===== src/sv/mspi_pkg.sv =====
// Shared types and constants for the motor speed PI lock controller.
// Used by mspi_cfg, mspi_core and the top level; depends on nothing.
package mspi_pkg;

  // Integral scaling and drive ceiling.
  localparam int INTEGRAL_SHIFT = 5;
  localparam logic [7:0] DUTY_MAX = 8'd255;

  // Rounding bias that makes the arithmetic shift truncate toward zero.
  localparam logic signed [15:0] DIV_BIAS = 16'((1 << INTEGRAL_SHIFT) - 1);

  // Event codes carried in the operation field.
  typedef enum logic [1:0] {
    OP_CAPTURE = 2'd0,
    OP_TIMEOUT = 2'd1,
    OP_TICK    = 2'd2
  } op_t;

  // Configuration register indexes.
  typedef enum logic [2:0] {
    REG_TARGET_PERIOD  = 3'd0,
    REG_MIN_PERIOD     = 3'd1,
    REG_MAX_PERIOD     = 3'd2,
    REG_LOCK_WINDOW    = 3'd3,
    REG_LOCK_TICKS     = 3'd4,
    REG_INTEGRAL_LIMIT = 3'd5
  } reg_idx_t;

  // Reset values of the configuration registers.
  localparam logic [13:0] TARGET_PERIOD_RST  = 14'd8000;
  localparam logic [15:0] MIN_PERIOD_RST     = 16'd1000;
  localparam logic [13:0] MAX_PERIOD_RST     = 14'd10000;
  localparam logic [9:0]  LOCK_WINDOW_RST    = 10'd40;
  localparam logic [11:0] LOCK_TICKS_RST     = 12'd2000;
  localparam logic [13:0] INTEGRAL_LIMIT_RST = 14'd8192;

  typedef struct packed {
    logic [13:0] target_period;
    logic [15:0] min_period;
    logic [13:0] max_period;
    logic [9:0]  lock_window;
    logic [11:0] lock_ticks;
    logic [13:0] integral_limit;
  } cfg_t;

  typedef struct packed {
    logic [1:0]  operation;
    logic [15:0] capture_time;
    logic        enable_n;
  } item_t;

  typedef struct packed {
    logic [7:0] pwm_duty;
    logic       locked;
    logic       in_window;
  } result_t;

endpackage


===== src/sv/mspi_cfg.sv =====
// Configuration register file for the motor speed PI lock controller.
// Depends on mspi_pkg for the register indexes and the cfg_t struct.
module mspi_cfg
  import mspi_pkg::*;
(
  input  logic        clk,
  input  logic        rst,
  input  logic        cfg_valid,
  output logic        cfg_ready,
  input  logic [2:0]  cfg_index,
  input  logic [15:0] cfg_data,
  output cfg_t        cfg
);

  // Writes are always taken.
  assign cfg_ready = 1'b1;

  // Register writes; an index beyond the list is dropped.
  always_ff @(posedge clk) begin
    if (rst) begin
      cfg.target_period  <= TARGET_PERIOD_RST;
      cfg.min_period     <= MIN_PERIOD_RST;
      cfg.max_period     <= MAX_PERIOD_RST;
      cfg.lock_window    <= LOCK_WINDOW_RST;
      cfg.lock_ticks     <= LOCK_TICKS_RST;
      cfg.integral_limit <= INTEGRAL_LIMIT_RST;
    end else if (cfg_valid && cfg_ready) begin
      unique case (reg_idx_t'(cfg_index))
        REG_TARGET_PERIOD:  cfg.target_period  <= cfg_data[13:0];
        REG_MIN_PERIOD:     cfg.min_period     <= cfg_data;
        REG_MAX_PERIOD:     cfg.max_period     <= cfg_data[13:0];
        REG_LOCK_WINDOW:    cfg.lock_window    <= cfg_data[9:0];
        REG_LOCK_TICKS:     cfg.lock_ticks     <= cfg_data[11:0];
        REG_INTEGRAL_LIMIT: cfg.integral_limit <= cfg_data[13:0];
        default: ;
      endcase
    end
  end

endmodule


===== src/sv/mspi_core.sv =====
// Controller state and its single-pass update: period capture, PI drive
// and lock counting. Depends on mspi_pkg for item, result and cfg types.
module mspi_core
  import mspi_pkg::*;
(
  input  logic    clk,
  input  logic    rst,
  input  logic    step,
  input  item_t   item,
  input  cfg_t    cfg,
  output result_t result_next
);

  logic [15:0]        last_capture;
  logic               timeout_flag;
  logic signed [14:0] error_integral;
  logic [7:0]         drive_value;
  logic               window_flag;
  logic               run_enabled;
  logic [11:0]        good_tick_count;
  logic               lock_state;

  logic [15:0]        last_capture_next;
  logic               timeout_flag_next;
  logic signed [14:0] error_integral_next;
  logic [7:0]         drive_value_next;
  logic               window_flag_next;
  logic               run_enabled_next;
  logic [11:0]        good_tick_count_next;
  logic               lock_state_next;

  logic [15:0]        period;
  logic [13:0]        period_clamped;
  logic signed [15:0] err;
  logic [15:0]        err_mag;
  logic signed [16:0] integ_sum;
  logic signed [16:0] integ_lim;
  logic signed [14:0] integ_sat;
  logic signed [15:0] integ_wide;
  logic signed [15:0] integ_quot;
  logic signed [15:0] drive_raw;
  logic [7:0]         drive_clamped;
  logic [12:0]        tick_inc;

  // Capture datapath: period, error, saturated integral and drive.
  always_comb begin
    period         = item.capture_time - last_capture;
    period_clamped = (period > {2'b00, cfg.max_period}) ? cfg.max_period : period[13:0];
    err            = $signed({2'b00, period_clamped}) - $signed({2'b00, cfg.target_period});
    err_mag        = (err < 0) ? 16'(-err) : 16'(err);

    integ_sum = 17'(error_integral) + 17'(err);
    integ_lim = $signed({3'b000, cfg.integral_limit});
    if (integ_sum > integ_lim) begin
      integ_sat = 15'(integ_lim);
    end else if (integ_sum < -integ_lim) begin
      integ_sat = 15'(-integ_lim);
    end else begin
      integ_sat = 15'(integ_sum);
    end

    // Division truncating toward zero: bias negative values before the shift.
    integ_wide = 16'(integ_sat);
    integ_quot = (integ_wide < 0) ? ((integ_wide + DIV_BIAS) >>> INTEGRAL_SHIFT)
                                  : (integ_wide >>> INTEGRAL_SHIFT);
    drive_raw  = err + integ_quot;
    if (drive_raw < 0) begin
      drive_clamped = 8'd0;
    end else if (drive_raw > $signed({8'd0, DUTY_MAX})) begin
      drive_clamped = DUTY_MAX;
    end else begin
      drive_clamped = drive_raw[7:0];
    end

    tick_inc = {1'b0, good_tick_count} + 13'd1;
  end

  // Next state for the event in hand.
  always_comb begin
    last_capture_next    = last_capture;
    timeout_flag_next    = timeout_flag;
    error_integral_next  = error_integral;
    drive_value_next     = drive_value;
    window_flag_next     = window_flag;
    run_enabled_next     = run_enabled;
    good_tick_count_next = good_tick_count;
    lock_state_next      = lock_state;

    unique case (op_t'(item.operation))
      OP_CAPTURE: begin
        if (period >= cfg.min_period) begin
          last_capture_next = item.capture_time;
          window_flag_next  = 1'b0;
          if (timeout_flag) begin
            // First capture after a timeout only re-arms the measurement.
            timeout_flag_next = 1'b0;
          end else begin
            window_flag_next    = err_mag < {6'd0, cfg.lock_window};
            error_integral_next = integ_sat;
            if (run_enabled) begin
              drive_value_next = drive_clamped;
            end
          end
        end
      end
      OP_TIMEOUT: begin
        timeout_flag_next = 1'b1;
        if (run_enabled) begin
          drive_value_next = DUTY_MAX;
        end
      end
      OP_TICK: begin
        if (window_flag) begin
          if (tick_inc > {1'b0, cfg.lock_ticks}) begin
            good_tick_count_next = cfg.lock_ticks;
            lock_state_next      = 1'b1;
          end else begin
            good_tick_count_next = tick_inc[11:0];
          end
        end else begin
          good_tick_count_next = 12'd0;
          lock_state_next      = 1'b0;
        end
        run_enabled_next = !item.enable_n;
        if (item.enable_n) begin
          drive_value_next     = 8'd0;
          good_tick_count_next = 12'd0;
        end
      end
      default: ;
    endcase
  end

  // Result as seen after the event.
  assign result_next.pwm_duty  = drive_value_next;
  assign result_next.locked    = run_enabled_next && lock_state_next;
  assign result_next.in_window = window_flag_next;

  // State registers advance once per request.
  always_ff @(posedge clk) begin
    if (rst) begin
      last_capture    <= '0;
      timeout_flag    <= 1'b0;
      error_integral  <= '0;
      drive_value     <= '0;
      window_flag     <= 1'b0;
      run_enabled     <= 1'b0;
      good_tick_count <= '0;
      lock_state      <= 1'b0;
    end else if (step) begin
      last_capture    <= last_capture_next;
      timeout_flag    <= timeout_flag_next;
      error_integral  <= error_integral_next;
      drive_value     <= drive_value_next;
      window_flag     <= window_flag_next;
      run_enabled     <= run_enabled_next;
      good_tick_count <= good_tick_count_next;
      lock_state      <= lock_state_next;
    end
  end

endmodule


===== src/sv/motor_speed_pi_lock_controller.sv =====
// Top level of the motor speed PI lock controller: input and result registers.
// Depends on mspi_pkg, mspi_cfg and mspi_core.
//
// Usage:
// A request on the input channel (in_valid, in_stall) carries one event:
// capture edge with a timer value, capture timeout, or 100 us control tick
// with the active-low enable pin. Every request produces exactly one result
// on the output channel (out_valid, out_stall): the drive duty, the lock pin
// and the in-window flag as they stand after the event.
// A request is taken when valid is high and stall is low on its channel.
// A request passes the input register, then the result register. Throughput
// is one request per cycle unless the receiver stalls; the state update is
// one pass of logic between the input register and the result register.
// When the receiver stalls, the result is held and the input register can
// still take one more request; after that in_stall rises until the result
// is taken.
// Configuration registers are written on the cfg channel (cfg_valid,
// cfg_ready, cfg_index, cfg_data), which is always ready; writes to an
// unknown index are dropped.
// Reset (rst, synchronous) clears all state, empties both registers and
// loads the default configuration.
module motor_speed_pi_lock_controller
  import mspi_pkg::*;
(
  input  logic        clk,
  input  logic        rst,
  input  logic        in_valid,
  output logic        in_stall,
  input  logic [1:0]  operation,
  input  logic [15:0] capture_time,
  input  logic        enable_n,
  output logic        out_valid,
  input  logic        out_stall,
  output logic [7:0]  pwm_duty,
  output logic        locked,
  output logic        in_window,
  input  logic        cfg_valid,
  output logic        cfg_ready,
  input  logic [2:0]  cfg_index,
  input  logic [15:0] cfg_data
);

  cfg_t    cfg;
  item_t   item;
  logic    item_valid;
  logic    advance;
  result_t result_next;
  result_t result;

  mspi_cfg u_cfg (
    .clk       (clk),
    .rst       (rst),
    .cfg_valid (cfg_valid),
    .cfg_ready (cfg_ready),
    .cfg_index (cfg_index),
    .cfg_data  (cfg_data),
    .cfg       (cfg)
  );

  // The held request moves on unless a result is stuck at the output.
  assign advance  = item_valid && !(out_valid && out_stall);
  assign in_stall = item_valid && !advance;

  // Input register.
  always_ff @(posedge clk) begin
    if (rst) begin
      item_valid <= 1'b0;
    end else if (in_valid && !in_stall) begin
      item_valid <= 1'b1;
    end else if (advance) begin
      item_valid <= 1'b0;
    end
  end

  always_ff @(posedge clk) begin
    if (in_valid && !in_stall) begin
      item.operation    <= operation;
      item.capture_time <= capture_time;
      item.enable_n     <= enable_n;
    end
  end

  mspi_core u_core (
    .clk         (clk),
    .rst         (rst),
    .step        (advance),
    .item        (item),
    .cfg         (cfg),
    .result_next (result_next)
  );

  // Result register.
  always_ff @(posedge clk) begin
    if (rst) begin
      out_valid <= 1'b0;
    end else if (advance) begin
      out_valid <= 1'b1;
    end else if (!out_stall) begin
      out_valid <= 1'b0;
    end
  end

  always_ff @(posedge clk) begin
    if (advance) begin
      result <= result_next;
    end
  end

  assign pwm_duty  = result.pwm_duty;
  assign locked    = result.locked;
  assign in_window = result.in_window;

  // A request moved on always shows up as a result in the next cycle.
  a_advance_result: assert property (@(posedge clk) disable iff (rst)
    advance |=> out_valid)
    else $error("request advanced without a result");

  // Back-pressure only while a request is held behind a stalled result.
  a_stall_cause: assert property (@(posedge clk) disable iff (rst)
    in_stall |-> (item_valid && out_valid && out_stall))
    else $error("input stalled without cause");

  // A tick with the motor disabled leaves no drive and no lock.
  a_disable_tick: assert property (@(posedge clk) disable iff (rst)
    (advance && item.operation == OP_TICK && item.enable_n) |=>
      (pwm_duty == 8'd0 && !locked))
    else $error("disabled tick left drive or lock active");

endmodule

===== config.mk =====
export PLATFORM = sky130hd
export DESIGN_NAME = motor_speed_pi_lock_controller
export DESIGN_NICKNAME = d
export VERILOG_FILES = /design/src/sv/mspi_pkg.sv /design/src/sv/mspi_cfg.sv /design/src/sv/mspi_core.sv /design/src/sv/motor_speed_pi_lock_controller.sv
export SDC_FILE = /design/constraint.sdc
export NUM_CORES = 1
export LEC_CHECK = 0
export BUFFER_PORTS_ARGS = -buffer_cell sky130_fd_sc_hd__buf_2
export CAP_MARGIN = 20
export CORE_ASPECT_RATIO = 0.7
export CORE_MARGIN = 3
export CORE_UTILIZATION = 60
export CTS_BUF_LIST = sky130_fd_sc_hd__clkbuf_4 sky130_fd_sc_hd__clkbuf_8
export CTS_CLUSTER_SIZE = 14
export DETAILED_ROUTE_END_ITERATION = 16
export HOLD_SLACK_MARGIN = 0.02
export PLACE_DENSITY = 0.84
export SLEW_MARGIN = 20
export SYNTH_ARGS = -nofsm -noshare
export SYNTH_HDL_FRONTEND = slang
export SYNTH_HIERARCHICAL = 1
export SYNTH_SLANG_ARGS = --single-unit
export TNS_END_PERCENT = 100

===== constraint.sdc =====
create_clock -name clk -period 39.5 [get_ports clk]
set_input_delay 1.975 -clock clk [delete_from_list [all_inputs] [get_ports clk]]
set_output_delay 1.975 -clock clk [all_outputs]
set_load 0.02 [all_outputs]

# [After elaboration in Yosys (flattened, before gate mapping)]
# Index checks and enable logic that the tools add are counted.
[word_totals] regBits=166 inputBits=43 wordCells=102
[op_classes] n_addsub=8 n_lt_le_gt_ge=10 eq_ne=9 mux=29 bitwise_logic=1 reduce_logical=23
[ops] cell="8-bit 2-to-1 mux" n=7
[ops] cell="12-bit 2-to-1 mux" n=3
[ops] cell="16-bit 2-to-1 mux" n=2
[ops] cell="15-bit by 1-bit < comparator with 1-bit output (second input constant)" n=2
[ops] cell="15-bit 2-to-1 mux" n=2
[ops] cell="8-bit one-hot mux with 3 select lines" n=1
[ops] cell="17-bit by 15-bit greater-than comparator with 1-bit output" n=1
[ops] cell="17-bit < comparator" n=1
[ops] cell="14-bit negator with 17-bit output" n=1
[ops] cell="15-bit by 15-bit adder with 16-bit output" n=1
[ops] cell="15-bit by 16-bit adder with 16-bit output" n=1
[ops] cell="15-bit by 6-bit adder with 16-bit output (second input constant)" n=1
[ops] cell="16-bit greater-or-equal comparator" n=1
[ops] cell="16-bit by 14-bit greater-than comparator with 1-bit output" n=1
[ops] cell="16-bit by 9-bit greater-than comparator with 1-bit output (second input constant)" n=1
[ops] cell="16-bit by 1-bit < comparator with 1-bit output (second input constant)" n=1
[ops] cell="16-bit by 10-bit < comparator with 1-bit output" n=1
[ops] cell="15-bit negator with 16-bit output" n=1
[ops] cell="16-bit subtractor" n=1
[ops] cell="14-bit by 14-bit subtractor with 15-bit output" n=1
[ops] cell="14-bit 2-to-1 mux" n=1
[ops] cell="2-bit AND reduction" n=7
[ops] cell="12-bit by 1-bit adder with 13-bit output (second input constant)" n=1
[ops] cell="13-bit by 12-bit greater-than comparator with 1-bit output" n=1
[ops] cell="16 further kinds" n=39

# [Depth between registers and ports, before layout]
# Gate-level depths: netlist of the first run.
[depth] ltp_word=18 mapped_depth=70 depth_no_buf=68

# [Modules after synthesis]
# Netlist of the first run, hierarchy kept.
[by_module_without_submodules] module="mspi_core" instances=1 cells_per_inst=1158 area_per_inst_um2=8614.5
[by_module_without_submodules] module="mspi_cfg" instances=1 cells_per_inst=297 area_per_inst_um2=3180.6
[by_module_without_submodules] module="motor_speed_pi_lock_controller" instances=1 cells_per_inst=39 area_per_inst_um2=957.2

# [Worst setup path before layout of the first run]
# OpenSTA, ideal clock, no wires.
[synth_timing] path_type="register to register" startpoint="register item[1] (netlist name)" endpoint="register result, in the netlist pwm_duty[3], data pin" setup_ps=261 arrival_time_ps=12798 t_required_ps=39239 path_slack_ps=26441 path_stages_with_launch=68 n_path_buf=3 cell_sequence="edfxtp_1 > inv_1 > ha_1 > inv_1 > fa_1 > nand2_1 > nand2_1 > a21oi_1 > o21ai_0 > a21oi_1 > o21ai_0 > a21oi_1 > o21ai_0 > o41ai_1 > xnor2_1 > ha_1 > nand4_1 > nor4_1 > [32 not listed] > a211oi_2 > nor2_1 > ha_1 > inv_1 > fa_1 > nor2b_1 > o21ai_0 > a21boi_0 > o21ai_0 > a21boi_0 > o21a_1 > nor2_1 > xnor2_1 > a2111o_1 > a211o_1 > nand2b_1 > nor2_1 > o21ai_0"
[synth_lines] element="end signal, assigned" line_no="motor_speed_pi_lock_controller.sv:105" source="result <= result_next;"
[synth_lines] element="end, declared" line_no="motor_speed_pi_lock_controller.sv:48" source="result_t result;"

==> flow_summary.yaml, run 1 <==
final_layout:
  drive_above_1_share: 0.0948
  syn_to_final_growth_pct: 6.85
  nFillCells: 1629
  layout.nets: 1718
  stdcell_area_sq_um: 13600
  final_util: 0.670
  antenna_cells: 0
yosys:
  synth_warnings: 6
  synth_most_common_cell: "nor2_1"
  synth_top_cells_by_area: "dfxtp_1 22%, ha_1 14%, mux2i_1 8.1%"
  synth-edff-count: 29
  synth_nets: 1684
  yosys.area.top_type: "dfxtp_1"
  async_flop_share: 0
  syn-cell-area_sq_um: 12800
  ys_types: 90
  synth_top_area_frac: 0.215
  yosysSeqAreaShare: 0.283
  ys_ff_latch: 166
  yosys-top-cells-count: "150 x nor2_1, 143 x ha_1, 138 x inv_1"
  synth_cells: 1494
  syn_area_per_cell_sq_um: 8.54
  synth-main-ff-cell: "dfxtp_1"
floorplanning:
  die_area_sq_um: 23100
  core_sq_um: 20300
  core.rowCount: 43
  ios: 56
  die_y_microns: 128
  fp.dieW_microns: 180
  start_util: 0.627
critical_path:
  cp_common_cell: "o21ai_0"
  crit_type: "reg -> reg"
  cp_data_required_time_ns: 39.70
  r2r_setup_slack_ns: 24.38
  r2r_start: "item[2]"
  critPathMaxStageDelay_ns: 0.53
  critical_path_arrival_ns: 15.32
  cp-start-kind: "register"
  cp-end-kind: "register"
  reg2reg_depth: 64
  cp_max_fo: 25
  cp_slowest_cell: "a211o_1"
  r2r-end: "pwm_duty[3]"
routing:
  viasPerCell: 6.14
  dr.pass1.iters: 6
  vias: 11100
  drt_wl_total_microns: 34300
  route.antenna.remaining_nets: 0
  drt_iter0_markers: 1187
  wl_per_cell_microns: 18.9
  drcViolationCount: 0
clocking:
  postCtsSetupRepairBufs: 0
  root_buffer: "clkbuf_8"
  cts_resized: 0
  numCtsBuffers: 17
  cts_hold_buf: 0
  cts.path.max_buffers: 2
  clkLatencyLatePin_ns: 0.47
  htree_levels: 4
  cts_tree: "built"
  clock-sinks: 166
  clk_pin_slew_ns: 0.09
run_status:
  status: "completed"
global_route:
  antenna_found_initial: 0
  grt_start_max_net_pins: 117
  globalRouteTotalUtil: 0.295
  grt_pass1_vias: 10700
  gr-total-overflow: 0
  grt_pass1_wl_microns: 55300
worst_hold_path:
  hp-class: "reg -> reg"
  min_from: "u_core/last_capture[8]"
  hold_path_end: "u_core/last_capture[8]"
  whs_path_depth: 2
place:
  hpwl_microns: 25800
  gp_congestion: 0.952
  pre_cts_ws_ns: 24.85
  place_area_sq_um: 13300
  port-buffer-count: 54
timing:
  slew_headroom: 0.300
  final.setup.tns_ns: 0
  hold_viol_final: 0
  skew_ns: 0.0162
  min_period_ns: 15.12
  rsz0062_at_grt: "false"
  worst_slew_pin_slew_ns: 1.04
  worst_slack_ns: 24.38
  finalCritPeriodShare: 0.383
  setup_violations: 0
  drv_slew: 0
  fmax_ghz: 0.0661
power_and_ir_drop:
  powerDensity_nw_per_um2: 47.4
  p_leak_nw: 6.17
  vdd_ir_drop_max_uv: 28.4
  total_power_uw: 645
flow_run:
  cap_violations: 0
how the worst max path moves through the flow:
stage,from,end
global route,item[2],pwm_duty[3]
CTS,item[2],pwm_duty[5]
floorplan,item[1],pwm_duty[3]
detailed placement,item[2],pwm_duty[3]
finish,item[2],pwm_duty[3]
global placement,item[1],pwm_duty[5]
cells by family (layout without fill, tap and decap cells):
kind of cell               Yosys count  count (layout)  synth area share
adders and majority gates          147             147             0.147
muxes                              119             119            0.0950
buffers and inverters              188             234            0.0584
AOI/OAI and AO/OA                  330             330             0.177
xor gates and xnor gates            75              75            0.0515
DFF                                166             166             0.283
other                                1               1          0.000294
and+or+nand+nor                    468             468             0.188
metal layers:
| metal | track usage | wire length (microns) |
|---|---|---|
| met1 | 0.437 | 16500 |
| met2 | 0.430 | 13900 |
| met3 | 0.0735 | 3230 |
| met4 | 0.0753 | 581 |
| met5 | 0 | 0 |
cells in the final DEF, fill, tap and decap left out, drive strengths merged, types with 11 or more instances in the layout:
| master | instances |
|---|---|
| nor2 | 151 |
| ha | 143 |
| inv | 138 |
| dfxtp | 137 |
| mux2i | 103 |
| a21oi | 100 |
| nand2b | 89 |
| nand2 | 83 |
| buf | 64 |
| o21ai | 61 |
| xnor2 | 51 |
| nand3 | 33 |
| a21o | 30 |
| edfxtp | 29 |
| xor2 | 24 |
| nor3 | 22 |
| clkbuf | 21 |
| a211oi | 18 |
| mux2 | 16 |
| o21a | 15 |
| nor2b | 12 |
| nand4 | 11 |
| or3 | 11 |
area by class of cell:
cell class	count	area (sq um)	area share
clock buffer	21	264	0.0194
clock inverter	10	109	0.00799
inverter	139	522	0.0383
multi-input combinational	1140	8430	0.619
sequential	166	3610	0.265
tap	270	338	0.0248
timing repair buffer	64	348	0.0255
worst max-delay path, delay by kind of cell (launching register included):
family          cells  cell delay (ns)
compound gates     35             8.20
xor+xnor            3             0.71
fa+ha+maj           8             2.63
buf+inv             3             0.43
flops               1             0.44
mux                 1             0.25
simple gates       14             2.20
power breakdown:
| group | internal (mW) | switching (mW) |
|---|---|---|
| sequential | 0.177 | 0.00368 |
| combinational | 0.134 | 0.209 |
| clock | 0.0581 | 0.0642 |
| total | 0.369 | 0.277 |
through the flow:
step	instances	hold slack [ns]
finish	1810	0.462
floorplan	1494	0.432
global route	1810	0.481
global placement	1779	0.442
CTS	1810	0.463
detailed placement	1779	0.450
sequential cells by signal (all words and copies together) (netlist names):
signal / count
u_core/good_tick_count: 12
u_cfg/cfg: 80
u_core/drive_value: 8
u_core/error_integral: 15
pwm_duty: 8
u_core/run_enabled: 1
u_core/window_flag: 1
in_window: 1
item: 19
u_core/last_capture: 16
u_core/timeout_flag: 1
u_core/lock_state: 1
out_valid: 1
item_valid: 1
locked: 1
No activity file was read; power rests on OpenSTA's default activity.
==> run 2: changes to the inputs <==
--- a/config.mk
+++ b/config.mk
@@ -9,12 +9,12 @@
 export CAP_MARGIN = 20
 export CORE_ASPECT_RATIO = 0.7
 export CORE_MARGIN = 3
-export CORE_UTILIZATION = 60
+export CORE_UTILIZATION = 59
 export CTS_BUF_LIST = sky130_fd_sc_hd__clkbuf_4 sky130_fd_sc_hd__clkbuf_8
 export CTS_CLUSTER_SIZE = 14
 export DETAILED_ROUTE_END_ITERATION = 16
 export HOLD_SLACK_MARGIN = 0.02
-export PLACE_DENSITY = 0.84
+export PLACE_DENSITY = 0.86
 export SLEW_MARGIN = 20
 export SYNTH_ARGS = -nofsm -noshare
 export SYNTH_HDL_FRONTEND = slang
==> constraint.sdc (replaced) <==
create_clock -name clk -period 13.5 [get_ports clk]
set_input_delay 0.675 -clock clk [delete_from_list [all_inputs] [get_ports clk]]
set_output_delay 0.675 -clock clk [all_outputs]
set_load 0.02 [all_outputs]
==> run 2 against run 1 <==
  * First-iteration DRC count about the same
  * Critical path depth increased by 3
  * Hold slack got worse by 0.086 ns
  * Via count increased by 4.0%
  * Combinational power increased to 3.5 times the previous value
  * Die area increased by 1.6%
  * Critical path type unchanged
==> flow_summary.yaml, run 2 (same netlist as run 1, synthesis figures left out) <==
run_status:
  status: "completed"
timing:
  worst_slew_pin_slew_ns: 1.15
  min_period_ns: 13.31
  setup_violations: 0
  whs_ns: 0.376
  slew_headroom: 0.219
  finalCritPeriodShare: 0.986
  skew_ns: 0.0102
  hold_viol_final: 0
  worst_slack_ns: 0.195
  fmax_ghz: 0.0752
  drv_slew: 0
final_layout:
  layout.nets: 1790
  antenna_cells: 0
  most-common-layout-cells: "143 x nor2_1, 140 x ha_1, 137 x inv_1, 137 x dfxtp_1, 102 x mux2i_1"
  largest_reg_flops: 80
  stdcell_count: 1889
  regMostFlops: "u_cfg/cfg"
  layout_commonest_cell: "nor2_1"
  syn_to_final_growth_pct: 13.5
  top_regs: "u_cfg/cfg (80), item (19), u_core/last_capture (16)"
  drive_above_1_share: 0.169
clocking:
  cts.path.max_buffers: 2
  clkLatencyLatePin_ns: 0.47
  clock-sinks: 166
  htree_levels: 4
  numCtsBuffers: 17
  cts_hold_buf: 0
  cts_tree: "built"
  clk_pin_slew_ns: 0.09
  root_buffer: "clkbuf_8"
floorplanning:
  die_y_microns: 129
  core.rowCount: 44
  start_util: 0.608
  core_sq_um: 21000
  ios: 56
  fp.dieW_microns: 182
  die_area_sq_um: 23400
critical_path:
  cp-end-kind: "register"
  cp_slowest_cell: "edfxtp_1"
  path_delay_family: "compound AO/OA/AOI/OAI gates"
  cp-start-kind: "register"
  critical_path_arrival_ns: 13.67
  cp_data_required_time_ns: 13.86
  cp_max_fo: 7
  crit_type: "reg -> reg"
  cp_num_buf_inv: 5
  critPathMaxStageDelay_ns: 0.41
routing:
  drt_iter0_markers: 1188
  met3WireLength_microns: 3410
  met2_length_microns: 15400
  drcViolationCount: 0
  wl_per_cell_microns: 19.5
  vias: 11600
  dr.max_layer_used: "met4"
  wl_met1_microns: 17400
  viasPerCell: 6.12
  drt_wl_total_microns: 36900
  dr.pass1.iters: 6
  route.antenna.remaining_nets: 0
power_and_ir_drop:
  p_leak_nw: 6.61
  power_frac_comb: 0.569
  swShare: 0.422
  power.share.clock: 0.182
  intPower_mw: 1.23
  switchingPower_uw: 895
  powerDensity_nw_per_um2: 147
  seq_power_share: 0.249
  vdd_ir_drop_max_uv: 121
global_route:
  globalRouteTotalUtil: 0.301
  grt_pass1_vias: 10600
  gr-total-overflow: 0
  antenna_found_initial: 0
  grt_start_max_net_pins: 72
  grt_pass1_wl_microns: 56500
place:
  place_inst: 1837
  gp_congestion: 0.976
  pre_cts_ws_ns: -0.280
  hpwl_microns: 27400
  port-buffer-count: 54
flow_run:
  cap_violations: 0
worst_hold_path:
  hp-class: "in -> reg"
[run 2: cell count changes in the layout (fill, tap and decap cells not counted), moves of 7 or more]
| cell | previous run | this run |
|---|---|---|
| buf_4 | 11 | 83 |
| a21oi_1 | 99 | 90 |
| nor2_1 | 150 | 143 |
| o21ai_1 | 3 | 14 |
| o21ai_0 | 57 | 39 |
| a21oi_2 | 1 | 10 |
[run 2: per-layer routing]
metal / vias to the layer above / global-route usage
met2: 555 / 0.448
met4: 0 / 0.0622
li1: 5476 / -
met1: 5460 / 0.449
met5: - / 0
met3: 74 / 0.0670
[run 2: metrics by stage]
step / instance area, sq um / utilization / setup TNS, ns / total power, mW
after CTS: 14100 / 0.672 / 0 / 2.01
after global routing: 14500 / 0.690 / -4.34 / 2.25
after detailed placement: 13700 / 0.651 / -2.69 / 1.61
after floorplan: 12800 / - / 0 / 1.26
after global placement: 13600 / 0.650 / 0 / 1.60
final: 14500 / 0.690 / 0 / 2.12
[run 2: cell type report]
type                       count  area (sq um)
clock buffer                  19           249
clock inverter                13           169
fill                        1620          6500
inverter                     139           522
timing repair buffer         136           888
multi-input combinational   1140          8690
sequential                   166          3610
tap                          276           345
[run 2: what timing repair did]
| action | 4_1_cts | 5_1_grt |
|---|---|---|
| endpoints found under the setup margin | 16 | 16 |
| pin swaps | 4 | 36 |
| setup buffers | 2 | 18 |
| gates resized for setup | 11 | 72 |
[run 2: worst paths after layout]
| check | slack, ns | from | endpoint | depth (start not counted) |
|---|---|---|---|---|
| setup reg to reg | 0.19 | item[2] | u_core/drive_value[4] | 67 |
| hold reg to reg | 0.46 | u_core/last_capture[4] | u_core/last_capture[4] | 2 |
| hold / removal | 0.38 | capture_time[9] | item[10] | 1 |
| setup / recovery | 0.19 | item[2] | u_core/drive_value[4] | 67 |
[run 2: power groups by stage]
stage                     Clock [mW]  Combinational [mW]  Sequential, mW
after detailed placement           0                1.08           0.539
after floorplan                    0               0.723           0.536
final                          0.387                1.21           0.528
after global routing           0.410                1.31           0.530
after global placement             0                1.06           0.538
after CTS                      0.388                1.10           0.528
[run 2: worst register-to-register path, delay by kind of cell, from the launching register on]
kind | cells | cell delay, ns
compound gates | 36 | 6.98
fa+ha+maj | 8 | 2.22
simple gates | 13 | 2.16
buf+inv | 5 | 0.67
xor+xnor | 4 | 0.58
flops | 1 | 0.41
mux | 1 | 0.20
==> run 3: changes to the inputs <==
--- a/config.mk
+++ b/config.mk
@@ -18,6 +18,5 @@
 export SLEW_MARGIN = 20
 export SYNTH_ARGS = -nofsm -noshare
 export SYNTH_HDL_FRONTEND = slang
-export SYNTH_HIERARCHICAL = 1
 export SYNTH_SLANG_ARGS = --single-unit
 export TNS_END_PERCENT = 100
==> run 3 against run 2 <==
  * Critical path depth decreased by 2
  * Hold slack got worse by 0.021 ns
  * Clock skew is 0.011 ns higher
  * Sequential power barely moved
  * Count of clock-buffer cells in the layout unchanged
  * Highest routed layer unchanged
  * Sequential cell count unchanged
==> flow_summary.yaml, run 3 <==
yosys:
  syn_area_per_cell_sq_um: 7.98
  synth-edff-count: 29
  synth_top_area_frac: 0.218
  ys_ff_latch: 166
  yosysSeqAreaShare: 0.287
  synth-main-ff-cell: "dfxtp_1"
  synth_warnings: 0
  syn-cell-area_sq_um: 12600
  yosys-top-cells-count: "259 x nand2_1, 152 x a21oi_1, 149 x inv_1"
  ys_types: 91
  yosys.area.top_type: "dfxtp_1"
  synth_nets: 1768
  async_flop_share: 0
  synth_cells: 1578
  synth_top_cells_by_area: "dfxtp_1 22%, ha_1 14%, nand2_1 7.7%"
  synth_most_common_cell: "nand2_1"
global_route:
  antenna_found_initial: 0
  grt_pass1_wl_microns: 55600
  gr-total-overflow: 0
  grt_start_max_net_pins: 90
  grt_pass1_vias: 11000
  globalRouteTotalUtil: 0.296
floorplanning:
  die_area_sq_um: 23200
  fp.dieW_microns: 181
  die_y_microns: 128
  core.rowCount: 44
  start_util: 0.603
  ios: 56
  core_sq_um: 20900
critical_path:
  crit_type: "reg -> reg"
  cp_data_required_time_ns: 13.75
  cp_slowest_cell: "or4_4"
  cp-start-kind: "register"
  critical_path_arrival_ns: 13.73
  cp-end-kind: "register"
  critPathMaxStageDelay_ns: 0.62
  cp_max_fo: 6
final_layout:
  regMostFlops: "u_cfg.cfg"
  syn_to_final_growth_pct: 15.9
  most-common-layout-cells: "259 x nand2_1, 149 x inv_1, 142 x a21oi_1, 137 x dfxtp_1, 132 x ha_1"
  layout_commonest_cell: "nand2_1"
  antenna_cells: 0
  top_regs: "u_cfg.cfg (80), item (19), u_core.last_capture (16)"
  nFillCells: 1578
  drive_above_1_share: 0.180
  layout.nets: 1869
  largest_reg_flops: 80
  regArea_sq_um: 3610
  multi_input_area_sq_um: 8730
power_and_ir_drop:
  powerDensity_nw_per_um2: 175
  vdd_ir_drop_max_uv: 111
  p_leak_nw: 6.09
clocking:
  clk_pin_slew_ns: 0.09
  numCtsBuffers: 17
  clock-sinks: 166
  htree_levels: 4
  root_buffer: "clkbuf_8"
  cts_tree: "built"
  cts_hold_buf: 0
  clkLatencyLatePin_ns: 0.50
  cts.path.max_buffers: 2
routing:
  route.antenna.remaining_nets: 0
  viasPerCell: 6.21
  vias: 12200
  dr.pass1.iters: 6
  drt_wl_total_microns: 37100
  drcViolationCount: 0
  wl_per_cell_microns: 18.9
  drt_iter0_markers: 1345
timing:
  drv_slew: 0
  fmax_ghz: 0.0742
  final.setup.tns_ns: 0
  setup_violations: 0
  min_period_ns: 13.48
  whs_ns: 0.355
  hold_viol_final: 0
  slew_headroom: 0.267
  skew_ns: 0.0209
  worst_slack_ns: 0.0159
  finalCritPeriodShare: 0.999
  worst_slew_pin_slew_ns: 1.09
flow_run:
  cap_violations: 0
worst_hold_path:
  hp-class: "in -> reg"
run_status:
  status: "completed"
place:
  gp_congestion: 0.978
  port-buffer-count: 54
  hpwl_microns: 26400
  pre_cts_ws_ns: -0.552
run 3: cell count changes in the layout (fill, tap and decap cells not counted), moves of 7 or more:
cell      delta
nand2b_1    -57
a211oi_1     -9
inv_1       +12
nor3_2       +7
xor2_1       -7
mux2i_1     -80
buf_4       -13
ha_1         -8
a21oi_1     +52
nand2_1    +179
nor2_1      -65
o211ai_1    +36
run 3: cell type report:
cell class                 instances  share of cell area
inverter                         150              0.0386
timing repair buffer             131              0.0631
sequential                       166               0.248
tap                              276              0.0237
multi-input combinational       1213               0.598
clock inverter                    13              0.0114
clock buffer                      19              0.0175
run 3: per-layer routing:
| layer | routed length, microns | track usage | vias up |
|---|---|---|---|
| met5 | 0 | 0 | - |
| met4 | 651 | 0.0839 | 0 |
| met3 | 3800 | 0.0769 | 74 |
| met2 | 16000 | 0.442 | 631 |
| met1 | 16600 | 0.425 | 5758 |
| li1 | - | - | 5757 |
run 3: logic make-up after synthesis:
group / Yosys count / share of synthesized area
and+or+nand+nor: 532 / 0.197
AOI/OAI and AO/OA: 420 / 0.220
buffers and inverters: 199 / 0.0621
DFF: 166 / 0.287
adders and majority gates: 147 / 0.148
xor gates and xnor gates: 69 / 0.0480
muxes: 44 / 0.0368
other: 1 / 0.000298
run 3: path summary, 6_finish.rpt:
kind,from,end,slack [ns],cells past startpoint
setup / recovery,item[2],pwm_duty[2],0.02,65
hold / removal,capture_time[8],item[9],0.35,1
hold reg to reg,u_cfg.cfg[73],u_cfg.cfg[73],0.46,2
setup reg to reg,item[2],pwm_duty[2],0.02,65
run 3: power breakdown:
part	switching, mW	internal, mW	total [mW]
sequential	0.0116	0.519	0.531
combinational	0.909	0.711	1.62
clock	0.206	0.192	0.398
total	1.13	1.42	2.55
run 3: repair_timing:
action                     in CTS  in global routing
resized for setup              25                105
gates cloned                    0                  2
pin swaps                       8                 72
setup endpoints to repair      16                 16
buffers inserted                3                 31
run 3: per-stage QoR:
step | instance area (sq um) | power [mW] | instances | util
after floorplan | 12600 | 1.48 | 1578 | -
after global placement | 13400 | 1.81 | 1901 | 0.640
after detailed placement | 13400 | 1.83 | 1901 | 0.640
after CTS | 13900 | 2.26 | 1936 | 0.664
after global routing | 14600 | 2.69 | 1968 | 0.699
final | 14600 | 2.55 | 1968 | 0.699
run 3: worst max-delay path: cells and delay by family (launching register included):
kind | cells | cell delay, ns
buf+inv | 4 | 0.62
compound gates | 35 | 6.14
fa+ha+maj | 8 | 2.28
xor+xnor | 2 | 0.32
simple gates | 14 | 3.13
mux | 2 | 0.30
flops | 1 | 0.42
